<file path="config.mk">
export PLATFORM = sky130hd
export DESIGN_NAME = round_robin_server_table
export DESIGN_NICKNAME = d
export VERILOG_FILES = /design/src/hdl/rrst_pkg.sv /design/src/hdl/round_robin_server_table.sv /design/src/hdl/rrst_ram.sv /design/src/hdl/rrst_ctrl.sv /design/src/hdl/rrst_dp.sv
export SDC_FILE = /design/constraint.sdc
export NUM_CORES = 1
export LEC_CHECK = 0
export ABC_AREA = 0
export BUFFER_PORTS_ARGS = -buffer_cell sky130_fd_sc_hd__buf_2
export CAP_MARGIN = 10
export CORE_MARGIN = 2
export CORE_UTILIZATION = 58
export DETAILED_ROUTE_END_ITERATION = 16
export PLACE_DENSITY = 0.75
export SYNTH_ARGS = -nofsm -noshare
export SYNTH_HDL_FRONTEND = slang
export SYNTH_SLANG_ARGS = --single-unit
</file>
<file path="constraint.sdc">
create_clock -name clk_i -period 6.1 [get_ports clk_i]
set_clock_uncertainty 0.2 [all_clocks]
set_input_delay 0.61 -clock clk_i [delete_from_list [all_inputs] [get_ports clk_i]]
set_output_delay 0.61 -clock clk_i [all_outputs]
set_load 0.01 [all_outputs]
</file>
<file path="src/hdl/rrst_pkg.sv">
// Shared constants and controller/datapath interface types of the server table.
`default_nettype none

package rrst_pkg;

  localparam int unsigned PORT_W          = 16;
  localparam int unsigned ADDR_W          = 32;
  localparam int unsigned ENTRY_W         = PORT_W + ADDR_W;
  localparam int unsigned CMD_W           = 2;
  localparam int unsigned STATUS_W        = 2;
  localparam int unsigned COUNT_OUT_W     = 5;
  localparam int unsigned MAX_SERVERS_DEF = 16;

  localparam logic [CMD_W-1:0] CMD_REGISTER   = 2'd0;
  localparam logic [CMD_W-1:0] CMD_UNREGISTER = 2'd1;
  localparam logic [CMD_W-1:0] CMD_REQUEST    = 2'd2;

  localparam logic [STATUS_W-1:0] STATUS_OK        = 2'd0;
  localparam logic [STATUS_W-1:0] STATUS_NO_SERVER = 2'd1;
  localparam logic [STATUS_W-1:0] STATUS_FULL      = 2'd2;
  localparam logic [STATUS_W-1:0] STATUS_NOT_FOUND = 2'd3;

  // Commands from the controller to the datapath.
  typedef struct packed {
    logic                in_load;
    logic                append;
    logic                idx_clr;
    logic                idx_inc;
    logic                rd_scan;
    logic                rd_next;
    logic                rd_pick;
    logic                shift_wr;
    logic                dec_count;
    logic                load_out;
    logic                use_pick;
    logic [STATUS_W-1:0] res_status;
  } dp_cmd_t;

  // Status from the datapath to the controller.
  typedef struct packed {
    logic [CMD_W-1:0] cmd_code;
    logic             full;
    logic             empty;
    logic             port_match;
    logic             scan_last;
    logic             shift_last;
    logic             out_free;
  } dp_status_t;

endpackage

`default_nettype wire

</file>
<file path="src/hdl/round_robin_server_table.sv">
// Round-robin server table: ordered list of servers handed out in turn to requests.
//
// Input channel (in_valid_i / in_stall_o) carries one item: a command with a
// port and an address. Output channel (out_valid_o / out_stall_i) returns one
// result per item: status, chosen port and address, and the count afterwards.
// One item is worked on at a time; in_stall_o is high until the controller is
// back in idle. Register and unused commands, and any item on an empty table,
// go from dispatch straight to the result; a request first waits in a state of
// its own, since the table RAM has a registered read. An unregister reads the
// table one entry at a time until the port matches, then moves each later entry
// down one place with a read and then a write. The next item can be accepted in
// the cycle after its predecessor's result is loaded.
// The result sits in an output register; while the receiver stalls, the next
// item is still accepted and worked on, and waits only to load its result.
// Reset empties the table and sets the round-robin index to the first entry.
`default_nettype none

module round_robin_server_table #(
  parameter int unsigned MAX_SERVERS = rrst_pkg::MAX_SERVERS_DEF
) (
  input  wire logic                             clk_i,
  input  wire logic                             rst_ni,
  input  wire logic                             in_valid_i,
  output logic                                  in_stall_o,
  input  wire logic [rrst_pkg::CMD_W-1:0]       command_i,
  input  wire logic [rrst_pkg::PORT_W-1:0]      server_port_i,
  input  wire logic [rrst_pkg::ADDR_W-1:0]      server_ip_i,
  output logic                                  out_valid_o,
  input  wire logic                             out_stall_i,
  output logic      [rrst_pkg::STATUS_W-1:0]    status_o,
  output logic      [rrst_pkg::PORT_W-1:0]      chosen_port_o,
  output logic      [rrst_pkg::ADDR_W-1:0]      chosen_address_o,
  output logic      [rrst_pkg::COUNT_OUT_W-1:0] server_count_o
);

  import rrst_pkg::*;

  dp_cmd_t    cmd;
  dp_status_t st;

  rrst_ctrl u_ctrl (
    .clk_i     (clk_i),
    .rst_ni    (rst_ni),
    .in_valid_i(in_valid_i),
    .in_stall_o(in_stall_o),
    .st_i      (st),
    .cmd_o     (cmd)
  );

  rrst_dp #(
    .MaxServers(MAX_SERVERS)
  ) u_dp (
    .clk_i           (clk_i),
    .rst_ni          (rst_ni),
    .command_i       (command_i),
    .server_port_i   (server_port_i),
    .server_ip_i     (server_ip_i),
    .cmd_i           (cmd),
    .st_o            (st),
    .out_valid_o     (out_valid_o),
    .out_stall_i     (out_stall_i),
    .status_o        (status_o),
    .chosen_port_o   (chosen_port_o),
    .chosen_address_o(chosen_address_o),
    .server_count_o  (server_count_o)
  );

`ifndef NO_ASSERTIONS
  // An accepted item keeps the input side busy in the following cycle.
  a_busy_after_accept: assert property (@(posedge clk_i) disable iff (!rst_ni)
    (in_valid_i && !in_stall_o) |=> in_stall_o)
    else $error("input not stalled after a transfer");

  // Appending is never commanded on a full table.
  a_no_append_full: assert property (@(posedge clk_i) disable iff (!rst_ni)
    cmd.append |-> !st.full)
    else $error("append on a full table");

  // A removal never happens on an empty table.
  a_no_dec_empty: assert property (@(posedge clk_i) disable iff (!rst_ni)
    cmd.dec_count |-> !st.empty)
    else $error("count decrement on an empty table");

  // Loading a result always presents it in the next cycle.
  a_load_shows: assert property (@(posedge clk_i) disable iff (!rst_ni)
    cmd.load_out |=> out_valid_o)
    else $error("loaded result not valid");
`endif

endmodule

`default_nettype wire

</file>
<file path="src/hdl/rrst_ram.sv">
// Generic single-write, single-read RAM with registered read data.
`default_nettype none

module rrst_ram #(
  parameter int unsigned Width = 8,
  parameter int unsigned Depth = 16
) (
  input  wire logic                     clk_i,
  input  wire logic                     we_i,
  input  wire logic [$clog2(Depth)-1:0] waddr_i,
  input  wire logic [Width-1:0]         wdata_i,
  input  wire logic                     re_i,
  input  wire logic [$clog2(Depth)-1:0] raddr_i,
  output logic      [Width-1:0]         rdata_o
);

  logic [Width-1:0] mem_q [Depth];
  logic [Width-1:0] rdata_q;

  always_ff @(posedge clk_i) begin
    if (we_i) begin
      mem_q[waddr_i] <= wdata_i;
    end
    if (re_i) begin
      rdata_q <= mem_q[raddr_i];
    end
  end

  assign rdata_o = rdata_q;

endmodule

`default_nettype wire

</file>
<file path="src/hdl/rrst_ctrl.sv">
// Controller state machine that sequences register, unregister and request items.
`default_nettype none

module rrst_ctrl (
  input  wire logic                  clk_i,
  input  wire logic                  rst_ni,
  input  wire logic                  in_valid_i,
  output logic                       in_stall_o,
  input  wire rrst_pkg::dp_status_t  st_i,
  output rrst_pkg::dp_cmd_t          cmd_o
);

  import rrst_pkg::*;

  typedef enum logic [2:0] {
    S_IDLE,
    S_DISPATCH,
    S_SCAN_RD,
    S_SCAN_CHK,
    S_SHIFT_RD,
    S_SHIFT_WR,
    S_REQ_DATA,
    S_RESP
  } state_e;

  state_e              state_q, state_d;
  logic [STATUS_W-1:0] res_status_q, res_status_d;
  logic                use_pick_q, use_pick_d;
  dp_cmd_t             cmd;

  always_comb begin
    state_d      = state_q;
    res_status_d = res_status_q;
    use_pick_d   = use_pick_q;
    cmd          = '0;
    cmd.use_pick   = use_pick_q;
    cmd.res_status = res_status_q;

    unique case (state_q)
      S_IDLE: begin
        if (in_valid_i) begin
          cmd.in_load = 1'b1;
          state_d     = S_DISPATCH;
        end
      end
      S_DISPATCH: begin
        use_pick_d   = 1'b0;
        res_status_d = STATUS_OK;
        state_d      = S_RESP;
        unique case (st_i.cmd_code)
          CMD_REGISTER: begin
            if (st_i.full) begin
              res_status_d = STATUS_FULL;
            end else begin
              cmd.append = 1'b1;
            end
          end
          CMD_UNREGISTER: begin
            if (st_i.empty) begin
              res_status_d = STATUS_NOT_FOUND;
            end else begin
              cmd.idx_clr = 1'b1;
              state_d     = S_SCAN_RD;
            end
          end
          CMD_REQUEST: begin
            if (st_i.empty) begin
              res_status_d = STATUS_NO_SERVER;
            end else begin
              cmd.rd_pick = 1'b1;
              use_pick_d  = 1'b1;
              state_d     = S_REQ_DATA;
            end
          end
          default: begin
            // The unused command code only reports the current count.
            res_status_d = STATUS_OK;
          end
        endcase
      end
      S_SCAN_RD: begin
        cmd.rd_scan = 1'b1;
        state_d     = S_SCAN_CHK;
      end
      S_SCAN_CHK: begin
        if (st_i.port_match) begin
          if (st_i.scan_last) begin
            cmd.dec_count = 1'b1;
            state_d       = S_RESP;
          end else begin
            state_d = S_SHIFT_RD;
          end
        end else if (st_i.scan_last) begin
          res_status_d = STATUS_NOT_FOUND;
          state_d      = S_RESP;
        end else begin
          cmd.idx_inc = 1'b1;
          state_d     = S_SCAN_RD;
        end
      end
      S_SHIFT_RD: begin
        cmd.rd_next = 1'b1;
        state_d     = S_SHIFT_WR;
      end
      S_SHIFT_WR: begin
        cmd.shift_wr = 1'b1;
        cmd.idx_inc  = 1'b1;
        if (st_i.shift_last) begin
          cmd.dec_count = 1'b1;
          state_d       = S_RESP;
        end else begin
          state_d = S_SHIFT_RD;
        end
      end
      S_REQ_DATA: begin
        state_d = S_RESP;
      end
      S_RESP: begin
        if (st_i.out_free) begin
          cmd.load_out = 1'b1;
          state_d      = S_IDLE;
        end
      end
      default: begin
        state_d = S_IDLE;
      end
    endcase
  end

  always_ff @(posedge clk_i or negedge rst_ni) begin
    if (!rst_ni) begin
      state_q      <= S_IDLE;
      res_status_q <= STATUS_OK;
      use_pick_q   <= 1'b0;
    end else begin
      state_q      <= state_d;
      res_status_q <= res_status_d;
      use_pick_q   <= use_pick_d;
    end
  end

  assign in_stall_o = (state_q != S_IDLE);
  assign cmd_o      = cmd;

endmodule

`default_nettype wire

</file>
<file path="src/hdl/rrst_dp.sv">
// Datapath: item registers, table RAM, count, round-robin index and result registers.
`default_nettype none

module rrst_dp #(
  parameter int unsigned MaxServers = rrst_pkg::MAX_SERVERS_DEF
) (
  input  wire logic                                clk_i,
  input  wire logic                                rst_ni,
  input  wire logic [rrst_pkg::CMD_W-1:0]          command_i,
  input  wire logic [rrst_pkg::PORT_W-1:0]         server_port_i,
  input  wire logic [rrst_pkg::ADDR_W-1:0]         server_ip_i,
  input  wire rrst_pkg::dp_cmd_t                   cmd_i,
  output rrst_pkg::dp_status_t                     st_o,
  output logic                                     out_valid_o,
  input  wire logic                                out_stall_i,
  output logic      [rrst_pkg::STATUS_W-1:0]       status_o,
  output logic      [rrst_pkg::PORT_W-1:0]         chosen_port_o,
  output logic      [rrst_pkg::ADDR_W-1:0]         chosen_address_o,
  output logic      [rrst_pkg::COUNT_OUT_W-1:0]    server_count_o
);

  import rrst_pkg::*;

  localparam int unsigned AW = $clog2(MaxServers);
  localparam int unsigned CW = $clog2(MaxServers + 1);

  // Current item.
  logic [CMD_W-1:0]  cmd_q;
  logic [PORT_W-1:0] port_q;
  logic [ADDR_W-1:0] addr_q;

  logic [CW-1:0] count_q, count_d;
  logic [AW-1:0] pick_q, pick_d;
  logic [AW-1:0] idx_q, idx_d;

  logic               out_valid_q;
  logic [STATUS_W-1:0] out_status_q;
  logic [PORT_W-1:0]  out_port_q;
  logic [ADDR_W-1:0]  out_addr_q;
  logic [COUNT_OUT_W-1:0] out_count_q;

  logic               ram_we, ram_re;
  logic [AW-1:0]      ram_waddr, ram_raddr;
  logic [ENTRY_W-1:0] ram_wdata, ram_rdata;

  logic [CW:0]   idx_p1, idx_p2;
  logic [CW-1:0] last_idx, pick_clamp;
  logic [AW-1:0] pick_sel;
  logic [31:0]   count_ext;

  assign idx_p1   = (CW + 1)'(idx_q) + (CW + 1)'(1);
  assign idx_p2   = (CW + 1)'(idx_q) + (CW + 1)'(2);
  assign last_idx = count_q - CW'(1);

  // Past the end after removals, the last entry is picked.
  assign pick_clamp = (CW'(pick_q) > last_idx) ? last_idx : CW'(pick_q);
  assign pick_sel   = pick_clamp[AW-1:0];

  always_ff @(posedge clk_i) begin
    if (cmd_i.in_load) begin
      cmd_q  <= command_i;
      port_q <= server_port_i;
      addr_q <= server_ip_i;
    end
  end

  always_comb begin
    count_d = count_q;
    if (cmd_i.append) begin
      count_d = count_q + CW'(1);
    end else if (cmd_i.dec_count) begin
      count_d = count_q - CW'(1);
    end
  end

  always_comb begin
    pick_d = pick_q;
    if (cmd_i.rd_pick) begin
      if (pick_clamp == last_idx) begin
        pick_d = '0;
      end else begin
        pick_d = pick_sel + AW'(1);
      end
    end
  end

  always_comb begin
    idx_d = idx_q;
    if (cmd_i.idx_clr) begin
      idx_d = '0;
    end else if (cmd_i.idx_inc) begin
      idx_d = idx_q + AW'(1);
    end
  end

  always_ff @(posedge clk_i or negedge rst_ni) begin
    if (!rst_ni) begin
      count_q <= '0;
      pick_q  <= '0;
      idx_q   <= '0;
    end else begin
      count_q <= count_d;
      pick_q  <= pick_d;
      idx_q   <= idx_d;
    end
  end

  // Table storage: each entry is the port above the address.
  assign ram_we    = cmd_i.append | cmd_i.shift_wr;
  assign ram_waddr = cmd_i.shift_wr ? idx_q : count_q[AW-1:0];
  assign ram_wdata = cmd_i.shift_wr ? ram_rdata : {port_q, addr_q};
  assign ram_re    = cmd_i.rd_scan | cmd_i.rd_next | cmd_i.rd_pick;

  always_comb begin
    ram_raddr = idx_q;
    if (cmd_i.rd_next) begin
      ram_raddr = idx_p1[AW-1:0];
    end else if (cmd_i.rd_pick) begin
      ram_raddr = pick_sel;
    end
  end

  rrst_ram #(
    .Width(ENTRY_W),
    .Depth(MaxServers)
  ) u_table (
    .clk_i  (clk_i),
    .we_i   (ram_we),
    .waddr_i(ram_waddr),
    .wdata_i(ram_wdata),
    .re_i   (ram_re),
    .raddr_i(ram_raddr),
    .rdata_o(ram_rdata)
  );

  assign count_ext = 32'(count_q);

  always_ff @(posedge clk_i or negedge rst_ni) begin
    if (!rst_ni) begin
      out_valid_q <= 1'b0;
    end else if (cmd_i.load_out) begin
      out_valid_q <= 1'b1;
    end else if (!out_stall_i) begin
      out_valid_q <= 1'b0;
    end
  end

  always_ff @(posedge clk_i) begin
    if (cmd_i.load_out) begin
      out_status_q <= cmd_i.res_status;
      out_port_q   <= cmd_i.use_pick ? ram_rdata[ENTRY_W-1:ADDR_W] : '0;
      out_addr_q   <= cmd_i.use_pick ? ram_rdata[ADDR_W-1:0] : '0;
      out_count_q  <= count_ext[COUNT_OUT_W-1:0];
    end
  end

  assign st_o.cmd_code   = cmd_q;
  assign st_o.full       = (count_q >= CW'(MaxServers));
  assign st_o.empty      = (count_q == '0);
  assign st_o.port_match = (ram_rdata[ENTRY_W-1:ADDR_W] == port_q);
  assign st_o.scan_last  = (idx_p1 >= (CW + 1)'(count_q));
  assign st_o.shift_last = (idx_p2 >= (CW + 1)'(count_q));
  assign st_o.out_free   = !out_valid_q || !out_stall_i;

  assign out_valid_o      = out_valid_q;
  assign status_o         = out_status_q;
  assign chosen_port_o    = out_port_q;
  assign chosen_address_o = out_addr_q;
  assign server_count_o   = out_count_q;

endmodule

`default_nettype wire
</file>
==> metrics.md <==
| Metric | Value |
|---|---|
| Final GP Congestion | `0.863` |
| Post-synth top flop | `edfxtp_1` |
| Status | `complete, no violations` |
| Design Power | `23000 uW` |
| Top Ports | `111` |
| Cell Area, Synth | `37700 um2` |
| DRT Pass-1 Iters | `8` |
| Register bit count reported by yosys | `941` |
| Cts hold-fix bufs | `51` |
| Nets | `2789` |
| Drt drc | `0` |
| Port Buffers | `110` |
| Area Overhead vs Synth | `13.1%` |
| Post-Syn Area per Cell | `14.8 um2` |
| Die X | `259 um` |
| Post-route insts no fill | `3636` |
| Lkg Pwr | `0.0147 uW` |
| TNS Setup | `0 ns` |
| Met2 Resource Use GR | `44.9%` |
| Post-CTS Resized | `0` |
| Fin Hold WS | `0.0411 ns` |
| Hold crit path type | `in2reg` |
| Worst Path Required | `6.29 ns` |
| Critical path startpoint category | `flop` |
| Hold Path Cell Cnt | `3` |
| P_int | `14400 uW` |
| Post-synthesis sequential area ratio | `74.8%` |
| CP max FO | `33` |
| Root Driver | `clkbuf_16` |
| Final Worst Setup Slack | `0.558 ns` |
| Yosys cell types | `69` |
| Final worst-path cycle share | `90.8%` |
| P_sw | `8540 uW` |
| Reg clk slew, reported paths | `0.06 ns` |
| Combinational Power Share | `35.8%` |
| Initial core utilization | `58.5%` |
| GR Util met3 | `4.30%` |
| Worst-margin pin slew | `1.22 ns` |
| Area of the core | `64300 um2` |
| Post-layout min period | `5.54 ns` |
| Final Max Slew Viols | `0` |
| Max VDD drop | `488 uV` |
| First-pass GRT wire length | `138000 um` |
| Met1 capacity usage during global routing | `38.2%` |
| Critical Path End Type | `flop` |
| Die ar. | `67000 um2` |
| # Post-CTS Setup Buffers | `0` |
| Crit path cell chain | `inv_1 -> ha_1 -> xnor2_1 -> ha_1 -> a31oi_2 -> a21oi_2 -> nor4_1 -> o21ba_4 -> and3_2 -> buf_12 -> a32oi_1 -> nand3_1 -> nor3_2` |
| Fmax | `0.180 GHz` |
| Layout cell share with drive strength beyond 1 | `15.3%` |
| Sw Share | `37.2%` |
| CP dominant cell by count | `ha_1` |
| Vias/cell | `6.27` |
| Worst Reg-to-Reg Cells | `13` |
| Cells after Synth | `2553` |
| Clk buf depth | `3` |
| Detailed placement HPWL | `48400 um` |
| Site row count | `93` |
| Largest net degree at the start of global routing | `210` |
| Most used routing layer | `met2` |
| Iter 0 DRT Violations | `3004` |
| Inserted Diodes | `0` |
| Crit-path max cell delay | `0.71 ns` |
| Die Y | `259 um` |
| Crit path kind | `reg2reg` |
| Asr flop ratio synth | `2.13%` |
| Tot GR Track Use | `27.6%` |
| Number of synthesized flops with an enable pin | `921` |
| Clock sink total | `941` |
| Count of final setup violators | `0` |
| Inst Count DP | `3422` |
| Number of buffers created by CTS | `92` |
| Final wirelength | `92100 um` |
| TritonCTS clock tree | `done` |
| Pre-CTS setup slack | `0.715 ns` |
| Arrival @ worst endpoint | `5.73 ns` |
| Rel. slew slack | `18.5%` |
| Worst path slowest cell | `nor4_1` |
| Synth warn | `0` |
| Unrepaired setup endpoints after global routing | `no` |
| Seq pwr share | `40.1%` |
| Clock share of power | `24.1%` |
| Total gr overflow | `0` |
| H-tree depth | `3` |
| Pwr dens | `540 nW/um2` |
| Max_cap viols | `0` |
| Antenna violations before repair | `0` |
| Vias in the first global route | `22600` |
| Skew-Pair Late Insertion Delay | `0.66 ns` |
| Final hold viol count | `0` |
| Fillers | `4303` |
| Total number of vias | `22800` |
| Post-route ant nets | `0` |
| Synth Net Count | `2630` |
| Avg WL per Cell | `25.3 um` |
synth_stat cells (20+ instances only):
cell type	number	area (um2)
ha_1	23	288
buf_2	67	335
a32o_1	43	430
nand3_1	135	676
xnor2_1	30	263
clkbuf_1	44	165
mux2i_1	66	661
and2_1	49	307
a32oi_1	63	552
nor2_1	171	642
nor3_2	27	270
nor3_1	26	130
nand2_1	548	2060
dfrtp_1	20	500
a21oi_1	54	270
edfxtp_1	921	27700
a31o_1	43	377
a221oi_2	40	601
metrics by stage:
| stage | utilization, % | instance area [um2] |
|---|---|---|
| 2_1_floorplan | - | 37700 |
| 3_3_place_gp | 60.9 | 39200 |
| 3_5_place_dp | 60.9 | 39200 |
| 4_1_cts | 66.2 | 42600 |
| 5_1_grt | 66.2 | 42600 |
| 6_report | 66.2 | 42600 |
layout make-up:
| type | count | area (um2) | area share [%] |
|---|---|---|---|
| clock inverters | 45 | 464 | 1.09 |
| well taps | 855 | 1070 | 2.51 |
| flip-flops and latches | 941 | 28200 | 66.1 |
| inverters | 15 | 56.3 | 0.132 |
| clock buffers | 118 | 2440 | 5.73 |
| repair buffers | 215 | 1580 | 3.71 |
| multi-input cells | 1447 | 8830 | 20.7 |
final timing paths:
| check | to | slack [ns] | startpoint |
|---|---|---|---|
| worst max-delay path | u_dp.u_table.rdata_o[23] | 0.56 | u_dp.count_q[0] |
| worst min-delay path | u_dp.out_valid_o | 0.04 | out_stall_i |
| worst max register to register | u_dp.u_table.rdata_o[23] | 0.56 | u_dp.count_q[0] |
| worst min register to register | u_dp.status_o[1] | 0.24 | u_ctrl.res_status_q[1] |
| max in group asynchronous | u_ctrl.use_pick_q | 5.08 | rst_ni |
| min in group asynchronous | u_dp.count_q[1] | 0.25 | rst_ni |
state kept, by name, indices dropped and copies added (netlist names), 5 cells and up:
name	flops
u_dp.u_table.mem_q	768
u_dp.addr_q	32
u_dp.port_q	16
u_dp.chosen_port_o	16
u_dp.u_table.rdata_o	48
u_dp.count_q	5
u_dp.server_count_o	5
u_dp.chosen_address_o	32
per-layer routing:
metal | share of wire (%) | vias to the layer above | wire [um]
met1 | 40 | 11400 | 36500
li1 | - | 9890 | -
met2 | 48 | 1259 | 44700
met4 | 2.9 | 0 | 2650
met5 | 0 | - | 0
met3 | 9.0 | 210 | 8300
power by group through the flow:
stage	Combinational (uW)	Clock (uW)	Sequential, uW
after floorplan	5800	0	9160
after global placement	7760	0	9310
after detailed placement	8020	0	9330
after CTS	8150	5590	9210
after global routing	8860	5830	9290
final	8220	5540	9230
cell usage in the layout (no fill, tap or decap), drive strengths merged, types with 3 or more instances in the layout:
cell         count
edfxtp         921
nand2          548
nor2           172
buf            164
nand3          137
clkbuf         118
mux2i           66
a32oi           63
a21oi           55
nor3            54
dlygate4sd3     51
and2            49
a221oi          44
a32o            43
a31o            43
xnor2           31
clkinv          30
ha              23
dfrtp           20
inv             20
mux2            17
o21ai           14
a31oi           11
and3             9
bufinv           8
nor3b            6
o31ai            5
and4             5
nand4            5
nand2b           5
a21o             4
o21a             4
nor4             3
or3              3
o22ai            3
kinds of logic (layout without fill, tap and decap cells):
logic type      count (synthesis)  count (layout)  share of synthesized area (%)
buf+inv                       165             393                           2.35
mux                            83              83                           2.26
xor+xnor                       33              33                          0.817
simple gates                 1002            1002                           11.8
fa+ha+maj                      24              24                          0.791
compound gates                305             305                           7.22
flops                         941             941                           74.8
critical path, delay by kind of cell, from the launching register on:
| kind | cells | cell delay, ns |
|---|---|---|
| XOR/XNOR | 1 | 0.45 |
| flip-flops | 1 | 0.67 |
| buffers and inverters | 2 | 0.55 |
| AO/OA/AOI/OAI | 4 | 1.11 |
| adder cells (fa/ha/maj) | 2 | 0.65 |
| AND/OR/NAND/NOR | 4 | 1.61 |
Power figures use the tool's default switching activity.
